--- src/rtl/lfpd_pkg.sv ---
package lfpd_pkg;

   localparam int NUM_SENSORS    = 5;
   localparam int ADC_BITS       = 12;
   localparam int GAIN_FRAC_BITS = 12;
   localparam int NORM_BITS      = 10;
   localparam int ERR_BITS       = 13;
   localparam int INT_BITS       = 24;
   localparam int CSR_IDX_BITS   = 3;
   localparam int CSR_DATA_BITS  = 16;
   localparam int DRIVE_BITS     = 9;
   localparam int QUEUE_DEPTH    = 2;

   localparam logic [NORM_BITS-1:0] NORM_FULL   = 10'd1000;
   localparam logic [NORM_BITS-1:0] ON_LEVEL    = 10'd700;
   localparam logic [5:0]           THICK_LIMIT = 6'd22;
   localparam logic [7:0]           RAMP_RESET  = 8'd30;
   localparam logic [4:0]           BRAKE_MS    = 5'd30;
   localparam logic signed [DRIVE_BITS-1:0] TURN_FWD   = 9'sd150;
   localparam logic signed [DRIVE_BITS-1:0] TURN_REV   = -9'sd100;
   localparam logic signed [DRIVE_BITS-1:0] SPIN_SPEED = 9'sd50;

   typedef enum logic [1:0] {
      CMD_CAL_START  = 2'd0,
      CMD_CAL_SAMPLE = 2'd1,
      CMD_FOLLOW     = 2'd2,
      CMD_STOP       = 2'd3
   } cmd_type;

   typedef enum logic [CSR_IDX_BITS-1:0] {
      CSR_BLACK_LINE = 3'd0,
      CSR_THICKNESS  = 3'd1,
      CSR_BRAKE      = 3'd2,
      CSR_TARGET     = 3'd3,
      CSR_GAIN_P     = 3'd4,
      CSR_GAIN_I     = 3'd5,
      CSR_GAIN_D     = 3'd6
   } csr_index_type;

   typedef logic [ADC_BITS-1:0] sample_type [NUM_SENSORS];

   typedef struct packed {
      cmd_type               cmd;
      logic [ADC_BITS-1:0]   sensor_a;
      logic [ADC_BITS-1:0]   sensor_b;
      logic [ADC_BITS-1:0]   sensor_c;
      logic [ADC_BITS-1:0]   sensor_d;
      logic [ADC_BITS-1:0]   sensor_e;
   } req_word_type;

   typedef struct packed {
      logic signed [DRIVE_BITS-1:0] left_drive;
      logic signed [DRIVE_BITS-1:0] right_drive;
      logic                         on_line;
      logic [4:0]                   hold_ms;
      logic                         last;
   } rsp_word_type;

   typedef struct packed {
      logic                 black_line;
      logic [5:0]           line_thickness;
      logic                 brake_enabled;
      logic [7:0]           target_speed;
      logic [15:0]          gain_p;
      logic [15:0]          gain_i;
      logic [15:0]          gain_d;
   } csr_type;

endpackage

--- src/rtl/lfpd_stream_if.sv ---
interface lfpd_stream_if #(parameter int WIDTH = 8);
   logic             valid;
   logic             ready;
   logic [WIDTH-1:0] data;
   modport source (output valid, output data, input ready);
   modport sink   (input valid, input data, output ready);
endinterface

--- src/rtl/lfpd_front.sv ---
// Front end: holds calibration, normalizes with a shared restoring divider.
module lfpd_front
   import lfpd_pkg::*;
(
   input  logic         clock,
   input  logic         reset,
   input  logic         req_valid,
   output logic         req_ready,
   input  req_word_type req_word,
   input  logic         q_full,
   output logic         q_push,
   output cmd_type      q_cmd,
   output logic [NORM_BITS-1:0] q_norm [NUM_SENSORS]
);

   typedef enum logic [2:0] {
      F_IDLE = 3'b001,
      F_DIV  = 3'b010,
      F_PUSH = 3'b100
   } fstate_type;

   localparam int NUM_BITS = ADC_BITS + NORM_BITS;
   localparam int CNT_BITS = $clog2(NUM_BITS + 1);
   localparam int SEL_BITS = $clog2(NUM_SENSORS);

   fstate_type state_ff, state_in;
   logic [ADC_BITS-1:0] min_ff [NUM_SENSORS];
   logic [ADC_BITS-1:0] min_in [NUM_SENSORS];
   logic [ADC_BITS-1:0] max_ff [NUM_SENSORS];
   logic [ADC_BITS-1:0] max_in [NUM_SENSORS];
   sample_type raw_ff, raw_in;
   cmd_type cmd_ff, cmd_in;
   logic [SEL_BITS-1:0] sel_ff, sel_in;
   logic [CNT_BITS-1:0] bit_ff, bit_in;
   logic [NUM_BITS-1:0] quo_ff, quo_in;
   logic [ADC_BITS:0]   rem_ff, rem_in;
   logic [NORM_BITS-1:0] norm_ff [NUM_SENSORS];
   logic [NORM_BITS-1:0] norm_in [NUM_SENSORS];
   logic [ADC_BITS-1:0] span, diff;
   logic [NUM_BITS-1:0] dividend;
   logic [CNT_BITS-1:0] bit_pos;
   logic [ADC_BITS:0]   trial;
   logic                below;
   sample_type req_raw;

   assign req_raw[0] = req_word.sensor_a;
   assign req_raw[1] = req_word.sensor_b;
   assign req_raw[2] = req_word.sensor_c;
   assign req_raw[3] = req_word.sensor_d;
   assign req_raw[4] = req_word.sensor_e;

   assign req_ready = (state_ff == F_IDLE);
   assign q_push    = (state_ff == F_PUSH) && !q_full;
   assign q_cmd     = cmd_ff;
   assign q_norm    = norm_ff;

   assign span     = max_ff[sel_ff] - min_ff[sel_ff];
   assign below    = raw_ff[sel_ff] < min_ff[sel_ff];
   assign diff     = raw_ff[sel_ff] - min_ff[sel_ff];
   assign dividend = NUM_BITS'(diff) * NUM_BITS'(NORM_FULL);
   assign bit_pos  = CNT_BITS'(NUM_BITS - 1) - bit_ff;
   assign trial    = {rem_ff[ADC_BITS-1:0], dividend[bit_pos]};

   always_comb begin
      state_in = state_ff;
      min_in   = min_ff;
      max_in   = max_ff;
      raw_in   = raw_ff;
      cmd_in   = cmd_ff;
      sel_in   = sel_ff;
      bit_in   = bit_ff;
      quo_in   = quo_ff;
      rem_in   = rem_ff;
      norm_in  = norm_ff;
      case (state_ff)
         F_IDLE: begin
            if (req_valid) begin
               cmd_in = req_word.cmd;
               raw_in = req_raw;
               sel_in = '0;
               bit_in = '0;
               quo_in = '0;
               rem_in = '0;
               for (int i = 0; i < NUM_SENSORS; i++) begin
                  if (req_word.cmd == CMD_CAL_START) begin
                     min_in[i] = req_raw[i];
                     max_in[i] = req_raw[i];
                  end else if (req_word.cmd == CMD_CAL_SAMPLE) begin
                     if (req_raw[i] < min_ff[i]) min_in[i] = req_raw[i];
                     if (req_raw[i] > max_ff[i]) max_in[i] = req_raw[i];
                  end
               end
               state_in = (req_word.cmd == CMD_FOLLOW) ? F_DIV : F_PUSH;
            end
         end
         F_DIV: begin
            if (trial >= {1'b0, span}) begin
               rem_in = trial - {1'b0, span};
               quo_in = {quo_ff[NUM_BITS-2:0], 1'b1};
            end else begin
               rem_in = trial;
               quo_in = {quo_ff[NUM_BITS-2:0], 1'b0};
            end
            bit_in = bit_ff + 1'b1;
            if (bit_ff == CNT_BITS'(NUM_BITS - 1)) begin
               if (span == '0 || below) begin
                  norm_in[sel_ff] = '0;
               end else if (quo_in > NUM_BITS'(NORM_FULL)) begin
                  norm_in[sel_ff] = NORM_FULL;
               end else begin
                  norm_in[sel_ff] = quo_in[NORM_BITS-1:0];
               end
               bit_in = '0;
               quo_in = '0;
               rem_in = '0;
               if (sel_ff == SEL_BITS'(NUM_SENSORS - 1)) begin
                  state_in = F_PUSH;
               end else begin
                  sel_in = sel_ff + 1'b1;
               end
            end
         end
         F_PUSH: begin
            if (!q_full) state_in = F_IDLE;
         end
         default: state_in = F_IDLE;
      endcase
   end

   always_ff @(posedge clock) begin
      if (reset) begin
         state_ff <= F_IDLE;
         for (int i = 0; i < NUM_SENSORS; i++) begin
            min_ff[i] <= '0;
            max_ff[i] <= '0;
         end
      end else begin
         state_ff <= state_in;
         min_ff   <= min_in;
         max_ff   <= max_in;
      end
      raw_ff  <= raw_in;
      cmd_ff  <= cmd_in;
      sel_ff  <= sel_in;
      bit_ff  <= bit_in;
      quo_ff  <= quo_in;
      rem_ff  <= rem_in;
      norm_ff <= norm_in;
   end

endmodule

--- src/rtl/lfpd_queue.sv ---
module lfpd_queue
   import lfpd_pkg::*;
(
   input  logic    clock,
   input  logic    reset,
   input  logic    push,
   input  cmd_type push_cmd,
   input  logic [NORM_BITS-1:0] push_norm [NUM_SENSORS],
   output logic    full,
   input  logic    pop,
   output logic    empty,
   output cmd_type pop_cmd,
   output logic [NORM_BITS-1:0] pop_norm [NUM_SENSORS]
);

   localparam int PTR_BITS = $clog2(QUEUE_DEPTH);

   cmd_type cmd_ff [QUEUE_DEPTH];
   logic [NORM_BITS-1:0] norm_ff [QUEUE_DEPTH][NUM_SENSORS];
   logic [PTR_BITS-1:0] wr_ff, wr_in, rd_ff, rd_in;
   logic [PTR_BITS:0]   cnt_ff, cnt_in;

   assign full     = (cnt_ff == (PTR_BITS+1)'(QUEUE_DEPTH));
   assign empty    = (cnt_ff == '0);
   assign pop_cmd  = cmd_ff[rd_ff];
   assign pop_norm = norm_ff[rd_ff];

   always_comb begin
      wr_in  = (push && !full) ? wr_ff + 1'b1 : wr_ff;
      rd_in  = (pop && !empty) ? rd_ff + 1'b1 : rd_ff;
      cnt_in = cnt_ff + (PTR_BITS+1)'(push && !full) - (PTR_BITS+1)'(pop && !empty);
   end

   always_ff @(posedge clock) begin
      if (reset) begin
         wr_ff  <= '0;
         rd_ff  <= '0;
         cnt_ff <= '0;
      end else begin
         wr_ff  <= wr_in;
         rd_ff  <= rd_in;
         cnt_ff <= cnt_in;
      end
      if (push && !full) begin
         cmd_ff[wr_ff]  <= push_cmd;
         norm_ff[wr_ff] <= push_norm;
      end
   end

endmodule

--- src/rtl/lfpd_back.sv ---
// Back end: detection, ramp, PID with one shared multiplier, result register.
module lfpd_back
   import lfpd_pkg::*;
(
   input  logic    clock,
   input  logic    reset,
   input  csr_type csr,
   input  logic    q_empty,
   output logic    q_pop,
   input  cmd_type q_cmd,
   input  logic [NORM_BITS-1:0] q_norm [NUM_SENSORS],
   output logic         rsp_valid,
   input  logic         rsp_ready,
   output rsp_word_type rsp_word
);

   typedef enum logic [5:0] {
      B_IDLE  = 6'b000001,
      B_MULP  = 6'b000010,
      B_MULI  = 6'b000100,
      B_MULD  = 6'b001000,
      B_DRIVE = 6'b010000,
      B_EMIT  = 6'b100000
   } bstate_type;

   localparam int PROD_BITS = INT_BITS + 17;
   localparam int ACC_BITS  = PROD_BITS + 2;
   localparam int PID_BITS  = ACC_BITS - GAIN_FRAC_BITS;
   localparam logic signed [INT_BITS-1:0] INT_MAX = {1'b0, {(INT_BITS-1){1'b1}}};
   localparam logic signed [INT_BITS-1:0] INT_MIN = {1'b1, {(INT_BITS-1){1'b0}}};

   bstate_type state_ff, state_in;
   logic [7:0] ramp_ff, ramp_in;
   logic signed [INT_BITS-1:0] isum_ff, isum_in;
   logic signed [ERR_BITS-1:0] prior_ff, prior_in;
   logic signed [ERR_BITS-1:0] err_ff, err_in;
   logic signed [ERR_BITS:0]   derr_ff, derr_in;
   logic recov_ff, recov_in;
   logic signed [ACC_BITS-1:0] acc_ff, acc_in;
   rsp_word_type out_ff, out_in;
   logic valid_ff, valid_in;
   logic brake_ff, brake_in;
   logic signed [DRIVE_BITS-1:0] turn_l_ff, turn_l_in, turn_r_ff, turn_r_in;

   logic seen;
   logic signed [ERR_BITS-1:0] err_raw, err_fix;
   logic signed [INT_BITS:0] isum_wide;
   logic signed [INT_BITS-1:0] mul_a;
   logic signed [16:0] mul_b;
   logic signed [PROD_BITS-1:0] prod;
   logic signed [ACC_BITS-1:0] acc_abs, pid_mag_full;
   logic signed [PID_BITS-1:0] pid;
   logic signed [PID_BITS:0] lsum, rsum;

   function automatic logic signed [DRIVE_BITS-1:0] clamp_drive(
      input logic signed [PID_BITS:0] v);
      logic signed [DRIVE_BITS-1:0] r;
      if (v < 0) r = '0;
      else if (v > (PID_BITS+1)'(255)) r = 9'sd255;
      else r = v[DRIVE_BITS-1:0];
      return r;
   endfunction

   assign rsp_valid = valid_ff;
   assign rsp_word  = out_ff;

   always_comb begin
      seen = 1'b0;
      for (int i = 0; i < NUM_SENSORS; i++) begin
         if (csr.black_line && q_norm[i] > ON_LEVEL) seen = 1'b1;
         if (!csr.black_line && q_norm[i] < ON_LEVEL) seen = 1'b1;
      end
      err_raw = ERR_BITS'(3) * $signed({3'b0, q_norm[0]}) + $signed({3'b0, q_norm[1]})
              - $signed({3'b0, q_norm[3]}) - ERR_BITS'(3) * $signed({3'b0, q_norm[4]});
      err_fix = err_raw;
      if (csr.line_thickness > THICK_LIMIT) err_fix = -err_fix;
      if (csr.black_line) err_fix = -err_fix;
      isum_wide = (INT_BITS+1)'(isum_ff) + (INT_BITS+1)'(err_fix);
   end

   always_comb begin
      mul_a = INT_BITS'(err_ff);
      mul_b = $signed({1'b0, csr.gain_p});
      case (state_ff)
         B_MULI: begin
            mul_a = isum_ff;
            mul_b = $signed({1'b0, csr.gain_i});
         end
         B_MULD: begin
            mul_a = INT_BITS'(derr_ff);
            mul_b = $signed({1'b0, csr.gain_d});
         end
         default: ;
      endcase
      prod = PROD_BITS'(mul_a) * PROD_BITS'(mul_b);
      acc_abs = acc_ff[ACC_BITS-1] ? -acc_ff : acc_ff;
      pid_mag_full = acc_abs >>> GAIN_FRAC_BITS;
      pid = acc_ff[ACC_BITS-1] ? -pid_mag_full[PID_BITS-1:0] : pid_mag_full[PID_BITS-1:0];
      lsum = (PID_BITS+1)'($signed({1'b0, ramp_ff})) - (PID_BITS+1)'(pid);
      rsum = (PID_BITS+1)'($signed({1'b0, ramp_ff})) + (PID_BITS+1)'(pid);
   end

   always_comb begin
      state_in  = state_ff;
      ramp_in   = ramp_ff;
      isum_in   = isum_ff;
      prior_in  = prior_ff;
      err_in    = err_ff;
      derr_in   = derr_ff;
      recov_in  = recov_ff;
      acc_in    = acc_ff;
      out_in    = out_ff;
      valid_in  = valid_ff;
      brake_in  = brake_ff;
      turn_l_in = turn_l_ff;
      turn_r_in = turn_r_ff;
      q_pop     = 1'b0;
      if (valid_ff && rsp_ready) valid_in = 1'b0;
      case (state_ff)
         B_IDLE: begin
            if (!q_empty && (!valid_ff || rsp_ready)) begin
               q_pop    = 1'b1;
               valid_in = 1'b1;
               out_in   = '0;
               out_in.last = 1'b1;
               case (q_cmd)
                  CMD_CAL_START, CMD_CAL_SAMPLE: begin
                     out_in.left_drive  = SPIN_SPEED;
                     out_in.right_drive = -SPIN_SPEED;
                  end
                  CMD_FOLLOW: begin
                     if (ramp_ff < csr.target_speed) ramp_in = ramp_ff + 1'b1;
                     if (seen) begin
                        valid_in = 1'b0;
                        err_in   = err_fix;
                        derr_in  = (ERR_BITS+1)'(err_fix) - (ERR_BITS+1)'(prior_ff);
                        if (isum_wide > (INT_BITS+1)'(INT_MAX)) isum_in = INT_MAX;
                        else if (isum_wide < (INT_BITS+1)'(INT_MIN)) isum_in = INT_MIN;
                        else isum_in = isum_wide[INT_BITS-1:0];
                        acc_in   = '0;
                        state_in = B_MULP;
                     end else begin
                        turn_l_in = (prior_ff > 0) ? TURN_REV : TURN_FWD;
                        turn_r_in = (prior_ff > 0) ? TURN_FWD : TURN_REV;
                        recov_in  = 1'b1;
                        if (csr.brake_enabled && !recov_ff) begin
                           out_in.hold_ms = BRAKE_MS;
                           out_in.last    = 1'b0;
                           brake_in       = 1'b1;
                           state_in       = B_EMIT;
                        end else begin
                           out_in.left_drive  = turn_l_in;
                           out_in.right_drive = turn_r_in;
                        end
                     end
                  end
                  default: ;
               endcase
            end
         end
         B_MULP: begin
            acc_in   = ACC_BITS'(prod);
            state_in = B_MULI;
         end
         B_MULI: begin
            acc_in   = acc_ff + ACC_BITS'(prod);
            state_in = B_MULD;
         end
         B_MULD: begin
            acc_in   = acc_ff + ACC_BITS'(prod);
            state_in = B_DRIVE;
         end
         B_DRIVE: begin
            if (!valid_ff || rsp_ready) begin
               out_in             = '0;
               out_in.left_drive  = clamp_drive(lsum);
               out_in.right_drive = clamp_drive(rsum);
               out_in.on_line     = 1'b1;
               out_in.last        = 1'b1;
               valid_in           = 1'b1;
               prior_in           = err_ff;
               recov_in           = 1'b0;
               state_in           = B_IDLE;
            end
         end
         B_EMIT: begin
            if (!valid_ff || rsp_ready) begin
               out_in             = '0;
               out_in.left_drive  = turn_l_ff;
               out_in.right_drive = turn_r_ff;
               out_in.last        = 1'b1;
               valid_in           = 1'b1;
               brake_in           = 1'b0;
               state_in           = B_IDLE;
            end
         end
         default: state_in = B_IDLE;
      endcase
   end

   always_ff @(posedge clock) begin
      if (reset) begin
         state_ff <= B_IDLE;
         ramp_ff  <= RAMP_RESET;
         isum_ff  <= '0;
         prior_ff <= '0;
         recov_ff <= 1'b0;
         valid_ff <= 1'b0;
         brake_ff <= 1'b0;
      end else begin
         state_ff <= state_in;
         ramp_ff  <= ramp_in;
         isum_ff  <= isum_in;
         prior_ff <= prior_in;
         recov_ff <= recov_in;
         valid_ff <= valid_in;
         brake_ff <= brake_in;
      end
      err_ff    <= err_in;
      derr_ff   <= derr_in;
      acc_ff    <= acc_in;
      out_ff    <= out_in;
      turn_l_ff <= turn_l_in;
      turn_r_ff <= turn_r_in;
   end

endmodule

--- src/rtl/line_follower_pid_drive_core.sv ---
// Line follower steering core.
// The req channel carries one word per sensor sample: a command and five raw
// readings. The rsp channel returns one or two drive words per request word,
// and the last flag marks the final word of each request.
// A calibration or stop word goes from the front end through the queue to the
// result register, and the next request word is accepted only once the front
// end has handed the previous one to the queue. In a follow step the front end
// uses one shared restoring divider that produces one quotient bit per cycle,
// for each of the five sensors in turn, and then hands the word to the queue.
// The back end then uses one multiplier to form the three PID terms in
// successive cycles before the drive word goes to the result register.
// The user must write registers on the csr port only while the block is idle;
// the block itself does not enforce this. Reset restores register defaults,
// clears calibration and PID state and empties the queue. When the receiver
// stalls, the result register holds its word, the back end waits, and the
// front end keeps working until the queue fills, after which req_ready stays
// low.
module line_follower_pid_drive_core
   import lfpd_pkg::*;
(
   input  logic clock,
   input  logic reset,
   lfpd_stream_if.sink   req,
   lfpd_stream_if.source rsp,
   input  logic                     csr_write_enable,
   input  logic [CSR_IDX_BITS-1:0]  csr_index,
   input  logic [CSR_DATA_BITS-1:0] csr_write_data
);

   csr_type csr_ff, csr_in;
   logic q_full, q_push, q_empty, q_pop;
   cmd_type push_cmd, pop_cmd;
   logic [NORM_BITS-1:0] push_norm [NUM_SENSORS];
   logic [NORM_BITS-1:0] pop_norm [NUM_SENSORS];
   rsp_word_type rsp_word;

   always_comb begin
      csr_in = csr_ff;
      if (csr_write_enable) begin
         case (csr_index)
            CSR_BLACK_LINE: csr_in.black_line     = csr_write_data[0];
            CSR_THICKNESS:  csr_in.line_thickness = csr_write_data[5:0];
            CSR_BRAKE:      csr_in.brake_enabled  = csr_write_data[0];
            CSR_TARGET:     csr_in.target_speed   = csr_write_data[7:0];
            CSR_GAIN_P:     csr_in.gain_p         = csr_write_data;
            CSR_GAIN_I:     csr_in.gain_i         = csr_write_data;
            CSR_GAIN_D:     csr_in.gain_d         = csr_write_data;
            default: ;
         endcase
      end
   end

   always_ff @(posedge clock) begin
      if (reset) begin
         csr_ff.black_line     <= 1'b1;
         csr_ff.line_thickness <= 6'd25;
         csr_ff.brake_enabled  <= 1'b0;
         csr_ff.target_speed   <= 8'd120;
         csr_ff.gain_p         <= 16'd246;
         csr_ff.gain_i         <= 16'd0;
         csr_ff.gain_d         <= 16'd6144;
      end else begin
         csr_ff <= csr_in;
      end
   end

   lfpd_front u_front (
      .clock     (clock),
      .reset     (reset),
      .req_valid (req.valid),
      .req_ready (req.ready),
      .req_word  (req_word_type'(req.data)),
      .q_full    (q_full),
      .q_push    (q_push),
      .q_cmd     (push_cmd),
      .q_norm    (push_norm)
   );

   lfpd_queue u_queue (
      .clock     (clock),
      .reset     (reset),
      .push      (q_push),
      .push_cmd  (push_cmd),
      .push_norm (push_norm),
      .full      (q_full),
      .pop       (q_pop),
      .empty     (q_empty),
      .pop_cmd   (pop_cmd),
      .pop_norm  (pop_norm)
   );

   lfpd_back u_back (
      .clock     (clock),
      .reset     (reset),
      .csr       (csr_ff),
      .q_empty   (q_empty),
      .q_pop     (q_pop),
      .q_cmd     (pop_cmd),
      .q_norm    (pop_norm),
      .rsp_valid (rsp.valid),
      .rsp_ready (rsp.ready),
      .rsp_word  (rsp_word)
   );

   assign rsp.data = rsp_word;

endmodule

--- src/flat_wrapper.sv ---
// flat-port wrapper written by rule: the top's interface ports become plain ports
module line_follower_pid_drive_core_flat import lfpd_pkg::*;
  (clock, reset, csr_write_enable, csr_index, csr_write_data, req_valid, req_data, req_ready, rsp_valid, rsp_data, rsp_ready);
  lfpd_stream_if #(.WIDTH(($bits(req_word_type)))) req_i ();
  lfpd_stream_if #(.WIDTH(($bits(rsp_word_type)))) rsp_i ();
  input  logic clock;
  input  logic reset;
  input  logic csr_write_enable;
  input  logic [CSR_IDX_BITS-1:0] csr_index;
  input  logic [CSR_DATA_BITS-1:0] csr_write_data;
  input wire logic [$bits(req_i.valid)-1:0] req_valid;
  input wire logic [$bits(req_i.data)-1:0] req_data;
  output wire logic [$bits(req_i.ready)-1:0] req_ready;
  output wire logic [$bits(rsp_i.valid)-1:0] rsp_valid;
  output wire logic [$bits(rsp_i.data)-1:0] rsp_data;
  input wire logic [$bits(rsp_i.ready)-1:0] rsp_ready;
  assign req_i.valid = req_valid;
  assign req_i.data = req_data;
  assign req_ready = req_i.ready;
  assign rsp_valid = rsp_i.valid;
  assign rsp_data = rsp_i.data;
  assign rsp_i.ready = rsp_ready;
  line_follower_pid_drive_core u_core (.clock(clock), .reset(reset), .req(req_i), .rsp(rsp_i), .csr_write_enable(csr_write_enable), .csr_index(csr_index), .csr_write_data(csr_write_data));
endmodule
--- config.mk ---
export PLATFORM = sky130hd
export DESIGN_NAME = line_follower_pid_drive_core_flat
export DESIGN_NICKNAME = d
export VERILOG_FILES = /design/src/rtl/lfpd_pkg.sv /design/src/rtl/lfpd_stream_if.sv /design/src/rtl/lfpd_front.sv /design/src/rtl/lfpd_queue.sv /design/src/rtl/lfpd_back.sv /design/src/rtl/line_follower_pid_drive_core.sv /design/src/flat_wrapper.sv
export SDC_FILE = /design/constraint.sdc
export NUM_CORES = 2
export LEC_CHECK = 0
export BUFFER_PORTS_ARGS = -buffer_cell sky130_fd_sc_hd__buf_2
export CAP_MARGIN = 20
export CORE_MARGIN = 1.5
export CORE_UTILIZATION = 60
export CTS_BUF_LIST = sky130_fd_sc_hd__clkbuf_2
export DETAILED_ROUTE_END_ITERATION = 10
export PLACE_DENSITY = 0.88
export SYNTH_ARGS = -nofsm -noshare
export SYNTH_HDL_FRONTEND = slang
export SYNTH_SLANG_ARGS = --single-unit
--- constraint.sdc ---
create_clock -name clock -period 12.1 [get_ports clock]
set_input_delay 2.42 -clock clock [delete_from_list [all_inputs] [get_ports clock]]
set_output_delay 2.42 -clock clock [all_outputs]
set_load 0.005 [all_outputs]
==> out/qor.yml <==
grt_usage: 0.327
dp_slack_ns: 0.186
io_buffer_count: 111
fmaxAchievable_mhz: 87.3
worst_path_largest_cell_delay_ns: 0.55
worstReg2RegEnd: "u_core.u_front.q_norm[33]"
finalWeightedCongestion: 0.994
num_vias: 44705
antenna_found_initial: 23
hold_path.class: "reg -> reg"
crit_fanout: 36
cap_violations: 0
path_clk_slew_ns: 0.14
r2r-start: "u_core.u_front.sel_ff[1]"
grt_pass1_wl_mm: 235
cts_made_buffers: 150
critPathSlowestCell: "fa_1"
pin_count: 113
htree_levels: 4
synthCells: 5801
drv_slew: 0
drc: 6
worstPathArrival_ns: 12.48
skew_ns: 0.143
first_pass_iters: 11
synth_edf_count: 350
yosysWarnings: 0
cp-endpoint: "u_core.u_front.q_norm[33]"
ant_nets: 0
cts-root-buf: "clkbuf_2"
die_height_um: 302
drive_gt1_frac: 0.0978
ctsHoldBuffers: 0
syn_area_um2: 53700
syn_area_per_cell_um2: 9.26
synth_seq_cells: 595
whs_ns: 0.449
ys_top_cells_by_area: "edfxtp_1 20%, fa_1 17%, ha_1 10%"
min_period_ns: 11.45
dpl.hpwl_mm: 114
drt_iter0_markers: 4801
reg2reg_depth: 45
nNetsFinal: 6892
core_um2: 88500
synth-async-reset-ratio: 0
dieArea_um2: 91300
syn_nets: 6779
cts_sinks: 595
worst_slew_pin_slew_ns: 1.18
grt_start_max_net_pins: 88
cp.required_ns: 13.13
yosysTopAreaCellShare: 0.196
violations: "design-rule violations"
start_util: 0.607
gr-total-overflow: 0
crit_start: "u_core.u_front.sel_ff[1]"
syn2layout_area_growth_pct: 6.62
seq_area_frac_synth: 0.287
die_w_um: 302
ctsLongestPathBuffers: 3
setup_ws_ns: 0.651
end_kind: "register"
setup_viol_count_final: 0
yosysTopAreaCell: "edfxtp_1"
crit_path_start_kind: "register"
rows: 109
worst-setup-path-type: "reg -> reg"
status: "finished with violations"
reg2reg_setup_slack_ns: 0.65
relSlewSlack: 0.210
synth_cell_types: 105
viasPerCell: 6.20
grt_pass1_vias: 45002
cts_tree: "done"
routedWlPerCell_um: 20.7
utilization: 0.647
totalWireLength_mm: 149
setup_tns_ns: 0
clock_latency_ns: 1.44
fin_crit_sh: 0.946
synth_ff_type: "edfxtp_1"
hold_violations: 0
==> worst max-delay path: cells and delay by family, from the launching register on <==
family,cells,cell delay [ns]
buffers and inverters,9,1.39
xor gates and xnor gates,2,0.37
adders and majority gates,8,3.28
DFF,1,0.53
and+or+nand+nor,5,0.59
AOI/OAI and AO/OA,19,4.11
muxes,2,0.77
==> state kept, by name (all words and copies together), names as in the netlist, 5 cells and up, named ones only <==
signal                  count
u_core.u_back.prior_ff     13
u_core.u_front.raw_ff      60
u_core.u_back.ramp_ff       8
u_core.u_front.max_ff      60
u_core.csr_ff              64
u_core.u_back.rsp_word     21
u_core.u_back.acc_ff       43
u_core.u_front.bit_ff       5
u_core.u_front.rem_ff      12
u_core.u_front.min_ff      60
u_core.u_back.err_ff       13
u_core.u_front.quo_ff      21
u_core.u_back.state_ff      6
u_core.u_back.isum_ff      24
u_core.u_queue.norm_ff    100
u_core.u_back.derr_ff      14
u_core.u_front.q_norm      50
==> synthesized netlist by cell type, types with 22 or more instances <==
library cell    n
inv_1         781
nor2_1        616
fa_1          451
nand2_1       449
ha_1          441
a21oi_1       398
edfxtp_1      350
dfxtp_1       245
o21ai_0       233
clkbuf_1      208
xnor2_1       172
a21o_1        145
mux2i_1       134
nand3_1       117
xor2_1         90
nor3_1         68
nand2b_1       65
and3_1         63
nor2b_1        47
nand4_1        46
o21bai_1       44
or3_1          32
o21a_1         30
a22o_1         29
a221o_1        26
mux2_2         26
o22ai_1        26
o32ai_1        26
nor4_1         25
mux4_2         24
or2_2          22
==> cells in the final DEF, fill, tap and decap left out, types with 24 or more instances in the layout <==
| master | synthesis | layout |
|---|---|---|
| o22ai_1 | 26 | 25 |
| a21o_1 | 145 | 145 |
| xnor2_1 | 172 | 172 |
| o21ai_0 | 233 | 233 |
| edfxtp_1 | 350 | 350 |
| dfxtp_1 | 245 | 244 |
| or3_1 | 32 | 32 |
| nand3_1 | 117 | 117 |
| clkbuf_2 | 0 | 227 |
| nand2b_1 | 65 | 65 |
| fa_1 | 451 | 451 |
| nor3_1 | 68 | 66 |
| a21oi_1 | 398 | 381 |
| and3_1 | 63 | 63 |
| mux2_2 | 26 | 26 |
| inv_1 | 781 | 780 |
| ha_1 | 441 | 441 |
| a22o_1 | 29 | 29 |
| clkinv_1 | 1 | 27 |
| mux4_2 | 24 | 24 |
| xor2_1 | 90 | 89 |
| a221o_1 | 26 | 26 |
| nand4_1 | 46 | 46 |
| buf_2 | 7 | 111 |
| nor2_1 | 616 | 613 |
| nor4_1 | 25 | 24 |
| nor2b_1 | 47 | 47 |
| o21bai_1 | 44 | 44 |
| nand2_1 | 449 | 449 |
| buf_4 | 4 | 87 |
| mux2i_1 | 134 | 134 |
| o32ai_1 | 26 | 26 |
| o21a_1 | 30 | 30 |
==> through the flow <==
stage / area, um^2 / instances
2_1_floorplan: 53700 / 5801
3_3_place_gp: 55600 / 6915
3_5_place_dp: 55600 / 6918
4_1_cts: 57100 / 7191
5_1_grt: 57300 / 7202
6_report: 57300 / 7211
==> per-layer routing <==
metal,up-vias,share of wire,GRT usage
met5,-,0.0013,0
met3,624,0.11,0.0921
li1,20134,-,-
met4,30,0.061,0.185
met1,21409,0.36,0.391
met2,2508,0.46,0.529
==> repair_timing <==
| action | 4_1_cts | 5_1_grt |
|---|---|---|
| setup endpoints to repair | 0 | 92 |
| setup buffers | 0 | 4 |
| resized for setup | 0 | 10 |
==> area by class of cell <==
cell class              count  area, um^2
diodes                     11        27.5
clock buffers             227        1140
clock inverters            46         399
fillers                  6683       31200
inverters                 782        2940
multi-input cells        4181       34600
flip-flops and latches    595       15400
well taps                1165        1460
repair buffers            204        1300
==> kinds of logic (layout without fill, tap and decap cells) <==
family,count (synthesis),after routing,synth area share
and+or+nand+nor,1646,1646,0.141
AOI/OAI and AO/OA,1189,1189,0.143
buffers and inverters,1025,1259,0.0725
adders and majority gates,893,893,0.271
DFF,595,595,0.287
xor gates and xnor gates,267,267,0.0447
muxes,185,185,0.0407
other,1,12,0.0000698
==> worst min-delay path by stage <==
stage / startpoint / end / slack, ns / depth (start not counted)
floorplan: u_core.u_front.q_cmd[0] / u_core.u_queue.cmd_ff[0][0] / 0.42 / 0
global placement: u_core.csr_ff[14] / u_core.csr_ff[14] / 0.44 / 2
detailed placement: u_core.csr_ff[2] / u_core.csr_ff[2] / 0.45 / 2
CTS: u_core.u_front.q_norm[41] / u_core.u_queue.norm_ff[0][41] / 0.46 / 0
global route: u_core.u_front.q_norm[41] / u_core.u_queue.norm_ff[0][41] / 0.46 / 0
finish: u_core.u_front.q_norm[41] / u_core.u_queue.norm_ff[0][41] / 0.45 / 0
Power is not shown: default switching activity piles up to over one toggle a cycle in this logic, so the estimate is an artifact.
